[src/rtl/voxel_capped_downsample_core_assert.svh]
// assertion macros used by the voxel downsample back end
`ifndef VOXEL_CAPPED_DOWNSAMPLE_CORE_ASSERT_SVH
`define VOXEL_CAPPED_DOWNSAMPLE_CORE_ASSERT_SVH

// condition holds at every edge out of reset
`define VCD_ASSERT_ALWAYS(label, cond, msg) \
    label: assert property (@(posedge i_clk) disable iff (!i_rst_n) (cond)) \
        else $error(msg);

// consequent holds in the same cycle as the antecedent
`define VCD_ASSERT_IMPL(label, ante, cons, msg) \
    label: assert property (@(posedge i_clk) disable iff (!i_rst_n) (ante) |-> (cons)) \
        else $error(msg);

// consequent holds in the cycle after the antecedent
`define VCD_ASSERT_NEXT(label, ante, cons, msg) \
    label: assert property (@(posedge i_clk) disable iff (!i_rst_n) (ante) |=> (cons)) \
        else $error(msg);

`endif

[src/rtl/vcd_pkg.sv]
// shared types and constants of the voxel downsample core
package vcd_pkg;

    localparam int unsigned TABLE_ENTRIES_DEF = 256;
    localparam int unsigned COORD_W           = 32;
    localparam int unsigned HITS_W            = 8;
    localparam int unsigned CFG_DATA_W        = 32;
    localparam int unsigned CFG_IDX_W         = 1;
    localparam int unsigned Q_DEPTH           = 2;
    localparam int unsigned ENTRY_W           = 2 * COORD_W + HITS_W;

    localparam logic [CFG_IDX_W-1:0] CFG_INV_CELL_SIZE = 1'b0;
    localparam logic [CFG_IDX_W-1:0] CFG_MAX_PER_CELL  = 1'b1;

    localparam logic [COORD_W-1:0] INV_CELL_SIZE_RST = 32'h0001_0000;
    localparam logic [HITS_W-1:0]  MAX_PER_CELL_RST  = 8'd1;

    // point plus its grid cell, as it waits between front and back
    typedef struct packed {
        logic signed [COORD_W-1:0] x;
        logic signed [COORD_W-1:0] y;
        logic                      last;
        logic [COORD_W-1:0]        col;
        logic [COORD_W-1:0]        row;
    } t_cell_item;

    typedef struct packed {
        logic [COORD_W-1:0] col;
        logic [COORD_W-1:0] row;
        logic [HITS_W-1:0]  hits;
    } t_tbl_entry;

    typedef enum logic [1:0] {
        BK_IDLE,
        BK_SCAN,
        BK_FIN
    } t_back_state;

endpackage

[src/rtl/vcd_queue.sv]
// short queue of classified points between front and back
module vcd_queue (
    input  logic                i_clk,
    input  logic                i_rst_n,
    input  logic                i_push,
    input  vcd_pkg::t_cell_item i_item,
    output logic                o_full,
    output logic                o_valid,
    output vcd_pkg::t_cell_item o_item,
    input  logic                i_pop
);
    import vcd_pkg::*;

    localparam int unsigned PTR_W  = $clog2(Q_DEPTH);
    localparam int unsigned FILL_W = $clog2(Q_DEPTH + 1);
    localparam logic [FILL_W-1:0] FILL_MAX = FILL_W'(Q_DEPTH);
    localparam logic [PTR_W-1:0]  PTR_LAST = PTR_W'(Q_DEPTH - 1);

    t_cell_item        r_mem [Q_DEPTH];
    logic [PTR_W-1:0]  r_wr_ptr;
    logic [PTR_W-1:0]  r_rd_ptr;
    logic [FILL_W-1:0] r_fill;

    always_ff @(posedge i_clk) begin
        if (!i_rst_n) begin
            r_wr_ptr <= '0;
            r_rd_ptr <= '0;
            r_fill   <= '0;
        end else begin
            if (i_push) begin
                r_wr_ptr <= (r_wr_ptr == PTR_LAST) ? '0 : r_wr_ptr + PTR_W'(1);
            end
            if (i_pop) begin
                r_rd_ptr <= (r_rd_ptr == PTR_LAST) ? '0 : r_rd_ptr + PTR_W'(1);
            end
            if (i_push && !i_pop) begin
                r_fill <= r_fill + FILL_W'(1);
            end else if (i_pop && !i_push) begin
                r_fill <= r_fill - FILL_W'(1);
            end
        end
        if (i_push) begin
            r_mem[r_wr_ptr] <= i_item;
        end
    end

    assign o_full  = (r_fill == FILL_MAX);
    assign o_valid = (r_fill != '0);
    assign o_item  = r_mem[r_rd_ptr];

endmodule

[config.mk]
export PLATFORM = sky130hd
export DESIGN_NAME = vcd_queue
export DESIGN_NICKNAME = d
export VERILOG_FILES = /design/src/rtl/voxel_capped_downsample_core_assert.svh /design/src/rtl/vcd_pkg.sv /design/src/rtl/vcd_queue.sv
export SDC_FILE = /design/constraint.sdc
export NUM_CORES = 1
export LEC_CHECK = 0
export BUFFER_PORTS_ARGS = -buffer_cell sky130_fd_sc_hd__buf_2
export CAP_MARGIN = 40
export CORE_MARGIN = 2
export CORE_UTILIZATION = 30
export DETAILED_ROUTE_END_ITERATION = 8
export PLACE_DENSITY = 0.54
export SLEW_MARGIN = 30
export SYNTH_ARGS = -nofsm -noshare
export SYNTH_HDL_FRONTEND = slang
export SYNTH_SLANG_ARGS = --single-unit
[constraint.sdc]
create_clock -name i_clk -period 8.6 [get_ports i_clk]
set_clock_uncertainty 0.05 [all_clocks]
set_input_delay 0.43 -clock i_clk [delete_from_list [all_inputs] [get_ports i_clk]]
set_output_delay 0.43 -clock i_clk [all_outputs]
set_load 0.01 [all_outputs]
==> results.md <==
- Worst-skew pair later-pin latency: 0.53 ns
- Yosys cell types: 17
- Synth top area cells: edfxtp_1 81%, mux2_2 15%, buf_6 1.5%, dfxtp_1 1.0%, and2_1 0.26%
- Seq cells post-synth: 263
- Largest net degree at the start of global routing: 59
- Setup TNS: 0 ns
- DIE HEIGHT: 183 um
- Tmin final: 3.07 ns
- WL per Instance: 17.2 um
- XOR/XNOR Fraction of Synth Area: 0.275%
- Iter 0 DRT Violations: 210
- Vias: 4830
- Sequential fraction of the synthesis area: 82.0%
- Max-slew headroom: 45.8%
- Setup bufs post-CTS: 0
- Unrepaired setup endpoints after global routing: no
- Total wire length: 19500 um
- Area Growth Syn to Fin: 28.6%
- Vias in the first global route: 4936
- Post-Synth Simple-Gate Area: 0.601%
- Worst Hold Class: in -> reg
- DR pass1 iterations: 4
- Synthesized instance count: 423
- Least-Margin Pin Slew: 0.812 ns
- Area leader, netlist: edfxtp_1
- Final Cycle Share: 35.7%
- Mapped Area: 0.00957 mm^2
- Syn avg cell area: 22.6 um^2
- Ys Warns: 0
- Fmax: 326 MHz
- Die W: 183 um
- Worst EP arrival: 2.59 ns
- CP Max Fanout: 54
- Total GRT Usage: 10.9%
- Setup violators final: 0
- Worst Reg-to-Reg Cells: 2
- I/O pins: 264
- Core area: 0.0315 mm^2
- CP startpoint kind: register
- Crit end category: output pin
- Cts bufs inserted: 28
- Critical path type: reg -> out
- Initial antenna violation count: 4
- DP Area: 0.0113 mm^2
- Min-Delay Path Depth: 1
- CTS Hold Bufs: 0
- H-tree levels: 1
- Filler instances: 2918
- DRC viols: 0
- Power Total: 2980 uW
- DR vias/cell: 4.25
- Post-CTS sizing: 0
- Initial core utilization: 30.4%
- Area of the multi-input gates: 0.00158 mm^2
- Port Buf Inserts: 263
- Die area: 0.0334 mm^2
- Maxcap violations: 0
- Pins Over Slew Limit: 0
- Fin. Hold Viols: 0
- Gr ovfl total: 0
- CTS max path bufs: 3
- Placed cells: 1081
- Post-Syn Nets: 557
- P per Cell Area: 242 mW/mm^2
- Post-detailed-placement half-perimeter wirelength: 13000 um
- Nets: 844
- Worst path required time: 8.12 ns
- Max VDD drop: 0.132 mV
- Non-Filler Instances: 1137
- Post-DRT Antenna Nets: 0
- Global-route wire length before repair: 27900 um
- Layout cells sized above 1: 60.5%
- Row count: 65
- Area share of the largest cell type after synthesis: 80.9%
- Main combinational cell family by area after synthesis: multiplexers
- Root buffer cell: clkbuf_16
- Post-Synth Adder-Cell Area: 0.131%
- CTS tree: yes
- Status: finished, final reports clean
- Clk slew on worst S/H paths: 0.06 ns
- CTS sink cnt: 263
- Register area: 0.00785 mm^2
- Min Hold Slack: 0.0365 ns
- Post-synthesis mux area share: 15.2%
- Routability congestion estimate: 0.685
- Leak Pwr: 0.00456 uW
- Design Area, Final: 0.0123 mm^2
- Synth Area in Compound Gates: 0.209%
[report_power, final]
group | switching [uW] | internal, uW
Clock | 462 | 728
Combinational | 146 | 138
Sequential | 22.1 | 1480
[through the flow]
step	util, %	setup slack [ns]
final	39.1	5.53
after global placement	35.9	5.59
after global routing	39.1	5.39
after floorplan	-	1.86
after detailed placement	36.0	6.04
after CTS	39.0	5.45
[state kept, by name, summed over array words and instances (netlist names), named ones only]
name,count
r_wr_ptr,1
r_rd_ptr,1
r_mem,258
r_fill,2
[placed cells by master (no fill, tap or decap), types with 3 or more instances in the layout]
cell type / netlist / layout
buf_2: 1 / 263
edfxtp_1: 258 / 258
mux2_2: 129 / 129
clkbuf_16: 0 / 29
clkinv_1: 0 / 11
buf_4: 0 / 5
bufinv_16: 0 / 4
clkinv_2: 0 / 4
dfxtp_1: 5 / 4
diode_2: 0 / 3
and2_1: 4 / 3
buf_16: 0 / 3
[per-layer routing]
| layer | vias up | wire (um) | global-route usage, % | share of wire, % |
|---|---|---|---|---|
| met5 | - | 45 | 0 | 0.23 |
| met4 | 6 | 541 | 3.13 | 2.8 |
| met3 | 41 | 1700 | 4.37 | 8.7 |
| met2 | 174 | 9310 | 18.1 | 48 |
| met1 | 2339 | 7910 | 13.1 | 41 |
| li1 | 2270 | - | - | - |
[cell families (layout without fill, tap and decap cells)]
family          after synthesis  after routing
fa+ha+maj                     1              1
buf+inv                      15            324
xor+xnor                      3              3
mux                         129            129
compound gates                3              3
simple gates                  9              9
other cells                   0              3
flops                       263            263
[synthesized netlist by cell type]
cell	n
edfxtp_1	258
mux2_2	129
buf_6	13
dfxtp_1	5
and2_1	4
nor2b_1	2
xor2_1	2
a21boi_1	1
and2b_1	1
buf_2	1
ha_1	1
inv_1	1
o21a_1	1
o21ai_0	1
or2_2	1
or3_1	1
xnor2_1	1
[final cells by class]
type	instances	share of cell area, %
diodes	3	0.0610
clock buffers	31	5.96
clock inverters	21	1.60
inverters	1	0.0305
multi-input cells	145	12.8
flip-flops and latches	263	63.8
well taps	402	4.09
repair buffers	271	11.7
[critical path, cell delays in order (launching register included)]
cell	delay (ns)
dfxtp_4	0.70
buf_4	0.68
mux2_2	0.45
buf_2	0.15
[final timing paths]
path | startpoint | endpoint | slack (ns)
min | i_item[40] | r_mem[1][40] | 0.04
min reg2reg | r_fill[1] | r_fill[1] | 0.47
max reg2reg | r_wr_ptr | r_mem[1][77] | 6.59
max | register | o_item[122] | 5.53
Power figures use the tool's default switching activity.
